==> config.mk <==
export PLATFORM = sky130hd
export DESIGN_NAME = h264_quant_dequant_4x4_flat
export DESIGN_NICKNAME = d
export VERILOG_FILES = /design/src/sv/h264qd_pkg.sv /design/src/sv/h264qd_coef_if.sv /design/src/sv/h264qd_res_if.sv /design/src/sv/h264_quant_dequant_4x4.sv /design/src/flat_wrapper.sv
export SDC_FILE = /design/constraint.sdc
export NUM_CORES = 2
export LEC_CHECK = 0
export BUFFER_PORTS_ARGS = -buffer_cell sky130_fd_sc_hd__buf_4
export CAP_MARGIN = 20
export CELL_PAD_IN_SITES_DETAIL_PLACEMENT = 0
export CELL_PAD_IN_SITES_GLOBAL_PLACEMENT = 1
export CORE_AREA = 2 2 752 754
export DETAILED_ROUTE_END_ITERATION = 12
export DIE_AREA = 0 0 754 756
export PLACE_DENSITY = 0.42
export SETUP_SLACK_MARGIN = 0.1
export SLEW_MARGIN = 20
export SYNTH_ARGS = -nofsm -noshare
export SYNTH_HDL_FRONTEND = slang
export SYNTH_SLANG_ARGS = --single-unit
export TNS_END_PERCENT = 1
==> constraint.sdc <==
create_clock -name clk -period 12.98 [get_ports clk]
set_input_delay 2.596 -clock clk [delete_from_list [all_inputs] [get_ports clk]]
set_output_delay 2.596 -clock clk [all_outputs]
set_load 0.03 [all_outputs]
==> src/sv/h264qd_pkg.sv <==
// ----------------------------------------------------------------------------
// h264qd_pkg
// shared types, constants and helpers for the 4x4 quantize / dequantize unit
// ----------------------------------------------------------------------------
package h264qd_pkg;

  localparam int QP_CLASSES       = 6;
  localparam int BLOCK_COEFS_DEF  = 16;

  localparam int MODE_W     = 2;
  localparam int COEF_W     = 16;
  localparam int POS_W      = 4;
  localparam int ROW_W      = 3;
  localparam int TVAL_W     = 16;
  localparam int VALUE_W    = 32;

  localparam int QP_W       = 6;
  localparam int BIAS_W     = 22;
  localparam int QSHIFT_W   = 5;
  localparam int DQSHIFT_W  = 4;
  localparam int CFG_DATA_W = 22;

  localparam logic [QP_W-1:0]     QP_RST     = 6'd26;
  localparam logic [BIAS_W-1:0]   BIAS_RST   = '0;
  localparam logic [QSHIFT_W-1:0] QSHIFT_RST = 5'd15;

  // reciprocal of six for 6-bit values, scaled by 256
  localparam int RECIP6 = 43;

  typedef enum logic [MODE_W-1:0] {
    MODE_QUANT    = 2'd0,
    MODE_DEQUANT  = 2'd1,
    MODE_LOAD_Q   = 2'd2,
    MODE_LOAD_DQ  = 2'd3
  } mode_t;

  typedef enum logic [1:0] {
    CFG_QUANT_QP   = 2'd0,
    CFG_BIAS       = 2'd1,
    CFG_QSHIFT     = 2'd2,
    CFG_DEQUANT_QP = 2'd3
  } cfg_reg_t;

  function automatic logic [DQSHIFT_W-1:0] qp_div6(input logic [QP_W-1:0] qp);
    logic [11:0] p;
    p = 12'(qp) * 12'(RECIP6);
    return p[11:8];
  endfunction

  function automatic logic [ROW_W-1:0] qp_mod6(input logic [QP_W-1:0] qp);
    logic [QP_W-1:0] r;
    r = qp - QP_W'(qp_div6(qp)) * QP_W'(QP_CLASSES);
    return r[ROW_W-1:0];
  endfunction

endpackage

==> src/sv/h264qd_coef_if.sv <==
// ----------------------------------------------------------------------------
// h264qd_coef_if
// input channel: coefficients and table loads
// ----------------------------------------------------------------------------
interface h264qd_coef_if;
  logic                               valid;
  logic                               ready;
  h264qd_pkg::mode_t                  mode;
  logic signed [h264qd_pkg::COEF_W-1:0] coef;
  logic [h264qd_pkg::POS_W-1:0]       position;
  logic [h264qd_pkg::ROW_W-1:0]       row_class;
  logic [h264qd_pkg::TVAL_W-1:0]      table_value;
  logic                               last;

  modport source (output valid, mode, coef, position, row_class, table_value, last,
                  input ready);
  modport sink   (input valid, mode, coef, position, row_class, table_value, last,
                  output ready);
endinterface

==> src/sv/h264qd_res_if.sv <==
// ----------------------------------------------------------------------------
// h264qd_res_if
// output channel: levels or dequantized coefficients
// ----------------------------------------------------------------------------
interface h264qd_res_if;
  logic                                  valid;
  logic                                  ready;
  logic signed [h264qd_pkg::VALUE_W-1:0] value;
  logic                                  block_nonzero;
  logic                                  last_res;

  modport source (output valid, value, block_nonzero, last_res, input ready);
  modport sink   (input valid, value, block_nonzero, last_res, output ready);
endinterface

==> src/sv/h264_quant_dequant_4x4.sv <==
// stages: table read, multiply, bias add or dequantize shift, then quantize shift into the
// output register, whose contents results.valid marks
// throughput: one transaction per cycle, one table read, multiply or shift per stage;
// input stalls only once all four stages hold a result the output has not taken
// reset: configuration returns to qp 26, bias 0, shift 15; the nonzero flag clears;
// table contents are undefined until loaded
// ----------------------------------------------------------------------------
// h264_quant_dequant_4x4
// 4x4 integer quantize / dequantize with loadable multiplier tables
// ----------------------------------------------------------------------------
module h264_quant_dequant_4x4 (
  input  logic                                  clk,
  input  logic                                  rst,
  input  logic                                  cfg_we,
  input  h264qd_pkg::cfg_reg_t                  cfg_index,
  input  logic [h264qd_pkg::CFG_DATA_W-1:0]     cfg_data,
  h264qd_coef_if.sink                           coefs,
  h264qd_res_if.source                          results
);

  localparam int BLOCK_COEFS = h264qd_pkg::BLOCK_COEFS_DEF;
  localparam int DEPTH = h264qd_pkg::QP_CLASSES * BLOCK_COEFS;
  localparam int AW    = $clog2(DEPTH);

  // configuration
  logic [h264qd_pkg::QP_W-1:0]     quant_qp;
  logic [h264qd_pkg::BIAS_W-1:0]   rounding_bias;
  logic [h264qd_pkg::QSHIFT_W-1:0] quant_shift;
  logic [h264qd_pkg::QP_W-1:0]     dequant_qp;

  always_ff @(posedge clk) begin
    if (rst) begin
      quant_qp      <= h264qd_pkg::QP_RST;
      rounding_bias <= h264qd_pkg::BIAS_RST;
      quant_shift   <= h264qd_pkg::QSHIFT_RST;
      dequant_qp    <= h264qd_pkg::QP_RST;
    end else if (cfg_we) begin
      unique case (cfg_index)
        h264qd_pkg::CFG_QUANT_QP:   quant_qp      <= cfg_data[h264qd_pkg::QP_W-1:0];
        h264qd_pkg::CFG_BIAS:       rounding_bias <= cfg_data[h264qd_pkg::BIAS_W-1:0];
        h264qd_pkg::CFG_QSHIFT:     quant_shift   <= cfg_data[h264qd_pkg::QSHIFT_W-1:0];
        h264qd_pkg::CFG_DEQUANT_QP: dequant_qp    <= cfg_data[h264qd_pkg::QP_W-1:0];
        default: ;
      endcase
    end
  end

  // pipeline control
  logic v1, v2, v3, v4;
  logic adv1, adv2, adv3, adv4;
  logic in_acc, in_proc, load_q, load_dq, row_ok;

  assign adv4 = !v4 || results.ready;
  assign adv3 = !v3 || adv4;
  assign adv2 = !v2 || adv3;
  assign adv1 = !v1 || adv2;

  assign coefs.ready = adv1;
  assign in_acc  = coefs.valid && adv1;
  assign in_proc = (coefs.mode == h264qd_pkg::MODE_QUANT) ||
                   (coefs.mode == h264qd_pkg::MODE_DEQUANT);
  assign row_ok  = coefs.row_class < h264qd_pkg::ROW_W'(h264qd_pkg::QP_CLASSES);
  assign load_q  = in_acc && row_ok && (coefs.mode == h264qd_pkg::MODE_LOAD_Q);
  assign load_dq = in_acc && row_ok && (coefs.mode == h264qd_pkg::MODE_LOAD_DQ);

  // table addressing
  logic [AW-1:0] wr_addr, q_addr, dq_addr;

  assign wr_addr = AW'(coefs.row_class) * AW'(BLOCK_COEFS) + AW'(coefs.position);
  assign q_addr  = AW'(h264qd_pkg::qp_mod6(quant_qp)) * AW'(BLOCK_COEFS)
                   + AW'(coefs.position);
  assign dq_addr = AW'(h264qd_pkg::qp_mod6(dequant_qp)) * AW'(BLOCK_COEFS)
                   + AW'(coefs.position);

  // multiplier tables
  logic [h264qd_pkg::TVAL_W-1:0] quant_table   [DEPTH];
  logic [h264qd_pkg::TVAL_W-1:0] dequant_table [DEPTH];
  logic [h264qd_pkg::TVAL_W-1:0] q_rd, dq_rd;

  always_ff @(posedge clk) begin
    if (load_q) begin
      quant_table[wr_addr] <= coefs.table_value;
    end
    if (adv1) begin
      q_rd <= quant_table[q_addr];
    end
  end

  always_ff @(posedge clk) begin
    if (load_dq) begin
      dequant_table[wr_addr] <= coefs.table_value;
    end
    if (adv1) begin
      dq_rd <= dequant_table[dq_addr];
    end
  end

  // stage payloads
  logic                                  s1_quant, s1_last;
  logic signed [h264qd_pkg::COEF_W-1:0]  s1_coef;
  logic [h264qd_pkg::DQSHIFT_W-1:0]      s1_shl;
  logic [h264qd_pkg::TVAL_W-1:0]         s1_m;
  logic signed [h264qd_pkg::COEF_W+h264qd_pkg::TVAL_W:0] s1_mul;

  logic                                  s2_quant, s2_last, s2_pos;
  logic [h264qd_pkg::DQSHIFT_W-1:0]      s2_shl;
  logic [h264qd_pkg::VALUE_W-1:0]        s2_prod;

  logic                                  s3_quant, s3_last, s3_pos;
  logic [h264qd_pkg::VALUE_W-1:0]        s3_sum;
  logic [h264qd_pkg::VALUE_W-1:0]        s3_shifted, s3_level, s3_result;
  logic                                  s3_nz, seen_or;

  logic                                  nonzero_seen;

  assign s1_m   = s1_quant ? q_rd : dq_rd;
  assign s1_mul = s1_coef * $signed({1'b0, s1_m});

  assign s3_shifted = $unsigned($signed(s3_sum) >>> quant_shift);
  assign s3_level   = s3_pos ? s3_shifted : (32'd0 - s3_shifted);
  assign s3_result  = s3_quant ? s3_level : s3_sum;
  assign s3_nz      = s3_shifted != 32'd0;
  assign seen_or    = nonzero_seen || s3_nz;

  always_ff @(posedge clk) begin
    if (rst) begin
      v1 <= 1'b0;
      v2 <= 1'b0;
      v3 <= 1'b0;
      v4 <= 1'b0;
      nonzero_seen <= 1'b0;
    end else begin
      if (adv1) v1 <= in_acc && in_proc;
      if (adv2) v2 <= v1;
      if (adv3) v3 <= v2;
      if (adv4) v4 <= v3;
      if (adv4 && v3 && s3_quant) begin
        nonzero_seen <= s3_last ? 1'b0 : seen_or;
      end
    end
  end

  always_ff @(posedge clk) begin
    if (adv1) begin
      s1_quant <= coefs.mode == h264qd_pkg::MODE_QUANT;
      s1_last  <= coefs.last;
      s1_coef  <= coefs.coef;
      s1_shl   <= h264qd_pkg::qp_div6(dequant_qp);
    end
    if (adv2) begin
      s2_quant <= s1_quant;
      s2_last  <= s1_last;
      s2_pos   <= s1_coef > 0;
      s2_shl   <= s1_shl;
      s2_prod  <= $unsigned(s1_mul[h264qd_pkg::VALUE_W-1:0]);
    end
    if (adv3) begin
      s3_quant <= s2_quant;
      s3_last  <= s2_last;
      s3_pos   <= s2_pos;
      if (!s2_quant) begin
        s3_sum <= s2_prod << s2_shl;
      end else if (s2_pos) begin
        s3_sum <= 32'(rounding_bias) + s2_prod;
      end else begin
        s3_sum <= 32'(rounding_bias) - s2_prod;
      end
    end
    if (adv4) begin
      results.value         <= $signed(s3_result);
      results.block_nonzero <= s3_quant && s3_last && seen_or;
      results.last_res      <= s3_last;
    end
  end

  assign results.valid = v4;

`ifndef NO_ASSERTIONS
  a_flag_on_last: assert property (@(posedge clk) disable iff (rst)
    results.valid && results.block_nonzero |-> results.last_res)
    else $error("block_nonzero set outside a last result");

  a_flag_cleared: assert property (@(posedge clk) disable iff (rst)
    adv4 && v3 && s3_quant && s3_last |=> !nonzero_seen)
    else $error("nonzero flag not cleared after last coefficient");

  a_empty_ready: assert property (@(posedge clk) disable iff (rst)
    !v1 && !v2 && !v3 && !v4 |-> coefs.ready)
    else $error("empty pipeline refuses input");

  a_no_result_from_load: assert property (@(posedge clk) disable iff (rst)
    coefs.valid && coefs.ready && !in_proc |=> !v1)
    else $error("table load entered the pipeline");
`endif

endmodule
==> src/flat_wrapper.sv <==
// flat-port wrapper written by rule: the top's interface ports become plain ports
module h264_quant_dequant_4x4_flat 
  (clk, rst, cfg_we, cfg_index, cfg_data, coefs_valid, coefs_mode, coefs_coef, coefs_position, coefs_row_class, coefs_table_value, coefs_last, coefs_ready, results_valid, results_value, results_block_nonzero, results_last_res, results_ready);
  h264qd_coef_if coefs_i ();
  h264qd_res_if results_i ();
  input  logic clk;
  input  logic rst;
  input  logic cfg_we;
  input  h264qd_pkg::cfg_reg_t cfg_index;
  input  logic [h264qd_pkg::CFG_DATA_W-1:0] cfg_data;
  input wire logic [$bits(coefs_i.valid)-1:0] coefs_valid;
  input wire logic [$bits(coefs_i.mode)-1:0] coefs_mode;
  input wire logic [$bits(coefs_i.coef)-1:0] coefs_coef;
  input wire logic [$bits(coefs_i.position)-1:0] coefs_position;
  input wire logic [$bits(coefs_i.row_class)-1:0] coefs_row_class;
  input wire logic [$bits(coefs_i.table_value)-1:0] coefs_table_value;
  input wire logic [$bits(coefs_i.last)-1:0] coefs_last;
  output wire logic [$bits(coefs_i.ready)-1:0] coefs_ready;
  output wire logic [$bits(results_i.valid)-1:0] results_valid;
  output wire logic [$bits(results_i.value)-1:0] results_value;
  output wire logic [$bits(results_i.block_nonzero)-1:0] results_block_nonzero;
  output wire logic [$bits(results_i.last_res)-1:0] results_last_res;
  input wire logic [$bits(results_i.ready)-1:0] results_ready;
  assign coefs_i.valid = coefs_valid;
  assign coefs_i.mode = coefs_mode;
  assign coefs_i.coef = coefs_coef;
  assign coefs_i.position = coefs_position;
  assign coefs_i.row_class = coefs_row_class;
  assign coefs_i.table_value = coefs_table_value;
  assign coefs_i.last = coefs_last;
  assign coefs_ready = coefs_i.ready;
  assign results_valid = results_i.valid;
  assign results_value = results_i.value;
  assign results_block_nonzero = results_i.block_nonzero;
  assign results_last_res = results_i.last_res;
  assign results_i.ready = results_ready;
  h264_quant_dequant_4x4 u_core (.clk(clk), .rst(rst), .cfg_we(cfg_we), .cfg_index(cfg_index), .cfg_data(cfg_data), .coefs(coefs_i), .results(results_i));
endmodule
## Word-level counts from Yosys, hierarchy flattened

Memory sizes are Yosys's and may differ from the RTL's. A register that Yosys moved wholly into a read port is not among the register bits.
Cells that the tools add are included.
Widths: inputs -> output; s select.

| word-level totals | value |
|---|---|
| flip-flop bits (word level) | 174 |
| RAM bits | 3072 |
| bits of input ports | 71 |
| output and inout port bits | 36 |
| word-level logic and storage cells | 86 |
| memories | 2 |

Memory list:

| memory | words | width | read ports | clocked after memory_dff | wr ports | RTL line | RTL |
|---|---|---|---|---|---|---|---|
| u_core.dequant_table | 96 | 16 | 1 | 1 | 1 | h264_quant_dequant_4x4.sv:77 | `logic [h264qd_pkg::TVAL_W-1:0] dequant_table [DEPTH];` |
| u_core.quant_table | 96 | 16 | 1 | 1 | 1 | h264_quant_dequant_4x4.sv:76 | `logic [h264qd_pkg::TVAL_W-1:0] quant_table [DEPTH];` |

| cells by class | value |
|---|---|
| add/subtract/negate cells | 8 |
| $mul | 5 |
| order comparisons | 2 |
| eq/ne operators | 6 |
| shift operators | 2 |
| muxes and demuxes | 10 |
| reduce and logical (&&, ||, !) cells | 26 |

Operators with widths:

| cell | count |
|---|---|
| $mux 32 | 4 |
| $add 22x32->32 | 1 |
| $mul 16x17->32 | 1 |
| $reduce_bool 32->1 | 1 |
| $shl 32x4->32 | 1 |
| $sshr 32x5->32 | 1 |
| $sub 1x32->32 const A | 1 |
| $sub 22x32->32 | 1 |
| $mul 6x6->12 const B | 2 |
| $add 7x4->7 | 3 |
| $gt 16x1->1 const B | 1 |
| $mux 16 | 1 |
| $logic_and 1x1->1 | 9 |
| $eq 2x2->1 const B | 4 |
| $mul 4x2->2 const B | 2 |
| $reduce_and 2->1 | 4 |
| $logic_or 1x1->1 | 6 |
| $sub 3x3->3 | 2 |
| $mux 1 | 5 |
| $eq 2x1->1 const B | 2 |
| $logic_not 1->1 | 4 |
| $logic_not 2->1 | 2 |
| $lt 3x3->1 const B | 1 |

## Depth between registers and ports, before layout

| logic depth | value |
|---|---|
| word-level depth | 10 |
| mapped depth | 26 |
| mapped depth without buffers | 23 |

## Worst setup path before layout

No wires, ideal clock.

| timing path | value |
|---|---|
| kind | reg2reg |
| start point | reg u_core.s1_quant |
| end point | reg u_core.s2_prod[30] (netlist bit), data pin |
| library setup time | 259 ps |
| arrival time | 6694 ps |
| data required time | 12721 ps |
| slack | 6027 ps |
| stages on the path, launching flop included | 25 |
| path buffers | 3 |
| clock period less this slack | 6953 ps |
| cell sequence | edfxtp_1 -> clkbuf_1 -> clkbuf_1 -> mux2_2 -> clkbuf_1 -> nand2_1 -> fa_1 -> fa_1 -> inv_1 -> fa_1 -> fa_1 -> fa_1 -> inv_1 -> fa_1 -> inv_1 -> ha_1 -> a311oi_1 -> nand2_1 -> o22ai_1 -> nor2_1 -> a221o_1 -> o211a_1 -> o21a_1 -> o2111a_1 -> a211o_1 |

| on the way | value |
|---|---|
| word-level cells in the longest chain between the ends | 2 |

Ends and longest elaborated chain:

| item | RTL line | RTL |
|---|---|---|
| start, declared | h264_quant_dequant_4x4.sv:99 | `logic s1_quant, s1_last;` |
| start signal, assigned | h264_quant_dequant_4x4.sv:145 | `s1_quant <= coefs.mode == h264qd_pkg::MODE_QUANT;` |
| $mux 16 | h264_quant_dequant_4x4.sv:116 | `assign s1_m = s1_quant ? q_rd : dq_rd;` |
| $mul 16x17->32 | h264_quant_dequant_4x4.sv:117 | `assign s1_mul = s1_coef * $signed({1'b0, s1_m});` |
| named net u_core.s1_mul (one bit) | h264_quant_dequant_4x4.sv:103 | `logic signed [h264qd_pkg::COEF_W+h264qd_pkg::TVAL_W:0] s1_mul;` |
| end signal, assigned | h264_quant_dequant_4x4.sv:155 | `s2_prod <= $unsigned(s1_mul[h264qd_pkg::VALUE_W-1:0]);` |
| end, declared | h264_quant_dequant_4x4.sv:107 | `logic [h264qd_pkg::VALUE_W-1:0] s2_prod;` |

The timed path passes the listed nets, and every way through them passes these cells.
A chain may end at the register's enable or synchronous reset.

## Worst setup path in the final report

Same ends and word-level chain as after synthesis.

==> run summary <==
Pint: 26600 µW
slew margin rel.: 15.0%
leakage: 0.0536 µW
Die Height: 756 µm
Unique masters post-synth: 91
clock sinks: 3278
Reg-to-Reg Start: u_core.s1_quant
die width: 754 µm
Syn Inst Count: 9301
#FFs+latches synth: 3278
Max-cap violations: 0
Finished Layout Cells: 17400
Reg power frac: 31.1%
top post-synthesis cells by area: edfxtp_1, fa_1, a22oi_1, mux4_2, nand2_1
final slew viol count: 0
Ys Warns: 0
Final Cycle Share: 57.9%
post_cts resized: 0
critical path startpoint category: register
first-pass GRT wire length: 726 mm
post-placement cell count: 16700
R2R cell count: 22
Synth top area share: 69.4%
Cells on Worst Hold Path: 0
number of flops mapped to enable cells by yosys: 3234
Clock power frac: 25.0%
fin crit period: 7510 ps
Via Count: 85200
WL final: 528 mm
TNS Setup: 0 ps
ys flop type: edfxtp_1
crit path to: u_core.s2_prod[30]
number of I/O pins: 107
CP cell instances: mux2_2 -> and2_1 -> fa_1 -> inv_1 -> fa_1 -> fa_1 -> inv_1 -> fa_1 -> fa_1 -> inv_1 -> fa_1 -> inv_1 -> ha_1 -> a311oi_1 -> nand2_1 -> o22ai_1 -> nor2_1 -> a221o_1 -> o211a_1 -> o21a_1 -> o2111a_1 -> a211o_1
H-tree depth: 5
type of the worst min-delay path: reg2reg
Post-CTS Setup Inserts: 0
clock skew: 59.1 ps
Syn Area/Cell: 15.1 µm²
crit path DAT: 8220 ps
Routed Antenna Nets: 0
top-count cell post-synth: edfxtp_1
GR Util All Layers: 18.0%
antenna violations before repair: 48
Finished Core Util: 29.2%
Setup Slack @ Placement: 5120 ps
Worst Path Class, Setup: reg2reg
Final Hold Vio Count: 0
register area share after synthesis: 70.0%
clk_lat worst skew: 1000 ps
clk root buf: clkbuf_16
Critical Path Most Common Cell: fa_1
Post-CTS Hold Fix Bufs: 0
final setup vio count: 0
flop-to-flop setup slack: 5470 ps
clock buffer count from CTS: 379
Commonest cells post-synth: edfxtp_1, nand2_1, a22oi_1
pin count of the biggest net entering global routing: 108
Mapped Nets: 9765
status: completed
# DRC: 0
initial DRC count: 8002
Avg WL per Cell: 30.3 µm
GP Congestion: 0.777
# port buffers: 106
vias in the first global route: 87300
Setup WS post-layout: 5470 ps
clock slew at reported path FFs: 60 ps
CP peak stage delay: 900 ps
crit path max fanout: 17
Least-Margin Pin Slew: 1260 ps
asr flop ratio synth: 0%
Crit-path slowest cell: edfxtp_1
sw frac: 37.6%
Via density: 4.89
RSZ-0062 raised after global routing: no
P&R area growth vs syn: 17.2%
Clock Path Buffers: 4
fin nets: 10000
initial core utilization: 24.9%
Worst setup EP type: register
Critical path origin: u_core.s1_quant
drt pass-1 iters: 8
Req. time, crit path: 13690 ps
Max Fclk: 133 MHz
grt ovf: 0
clock tree from TritonCTS: built
area leader, netlist: edfxtp_1
PwrDens: 260 nW/µm²
Worst R2R End: u_core.s2_prod[30]
post-synthesis cell area: 140000 µm²
proportion of layout cells with a drive suffix above 1: 16.1%
Logic pwr share: 43.9%
dpl hpwl: 312 mm
Net Sw Power: 16000 µW
core area: 563000 µm²
peak supply drop: 1110 µV
die area: 570000 µm²
row cnt: 276
layout make-up:
class / count / area (µm²)
Fill cell: 56200 / 399000
Sequential cell: 3278 / 98000
Multi-Input combinational cell: 5107 / 39300
Clock buffer: 481 / 10000
Tap cell: 7506 / 9390
Timing Repair Buffer: 473 / 3910
Clock inverter: 213 / 2150
Inverter: 315 / 1180
Antenna cell: 36 / 90.1
critical path: cells and delay by family (launching register included):
kind	cells	cell delay, ps
adder cells (fa/ha/maj)	7	3380
AO/OA/AOI/OAI	7	1770
flip-flops	1	900
multiplexers	1	570
AND/OR/NAND/NOR	3	410
buffers and inverters	4	210
metrics by stage:
stage	instance area, µm²	total power [µW]	hold WS, ps
after floorplan	140000	26600	400
after global placement	151000	33200	404
after detailed placement	152000	32800	405
after CTS	164000	43600	420
after global routing	164000	45900	420
final	164000	42600	417
state kept, by name (all words and copies together), names as in the netlist, 16 cells and up:
signal	count
u_core.dequant_table	1536
u_core.quant_table	1536
u_core.results.value	32
u_core.s2_prod	32
u_core.s3_sum	32
u_core.rounding_bias	22
u_core.dq_rd	16
u_core.q_rd	16
u_core.s1_coef	16
metal layers:
metal / vias up / global-route usage, % / part of all wire, %
met4: 4 / 5.32 / 3.0
li1: 36600 / - / -
met1: 45300 / 23.5 / 43
met3: 606 / 3.18 / 5.7
met2: 2645 / 30.4 / 49
met5: - / 0 / 0.0044
worst min-delay path by stage:
stage	from	to	slack, ps
4_1_cts	u_core.s1_shl[2]	u_core.s2_shl[2]	420
2_1_floorplan	u_core.s1_last	u_core.s2_last	400
5_1_grt	u_core.s1_shl[2]	u_core.s2_shl[2]	420
3_5_place_dp	u_core.s1_shl[0]	u_core.s2_shl[0]	400
6_report	u_core.s1_shl[2]	u_core.s2_shl[2]	420
3_3_place_gp	u_core.s1_shl[3]	u_core.s2_shl[3]	400
power by group through the flow:
stage / Combinational [µW] / Clock (µW) / Sequential [µW]
after floorplan: 13400 / 0 / 13200
after global placement: 19700 / 0 / 13500
after detailed placement: 19300 / 0 / 13500
after CTS: 19400 / 10900 / 13200
after global routing: 21400 / 11300 / 13300
final: 18700 / 10600 / 13200
cells by family (layout without fill, tap and decap cells):
group / after synthesis / count (layout) / share of synthesized area [%]
xor gates and xnor gates: 126 / 126 / 0.798
DFF: 3278 / 3278 / 70.0
muxes: 632 / 632 / 5.95
AOI/OAI and AO/OA: 2065 / 2065 / 10.1
adders and majority gates: 393 / 393 / 4.60
other: 0 / 36 / 0
buffers and inverters: 916 / 1482 / 2.52
and+or+nand+nor: 1891 / 1891 / 6.04
cells in the final DEF, fill, tap and decap left out, types with 48 or more instances in the layout:
cell type and count:
edfxtp_1 3234, nand2_1 762, a22oi_1 515, a21oi_1 477, buf_4 431, clkbuf_16 385, nor2_1 347, inv_1 312
o21ai_0 308, mux2i_1 254, mux2_2 235, fa_1 203, ha_1 188, a22o_1 184, nand3_1 170, a221oi_1 163
mux4_2 136, nand4_1 136, and2_1 109, nor2_2 108, clkbuf_1 92, clkinv_1 86, xnor2_1 74, a31oi_1 64
a211oi_1 61, nor3_1 56, clkinv_2 55, o211ai_1 52, xor2_1 49, nor2_4 48
No activity file was read; power rests on OpenSTA's default activity.
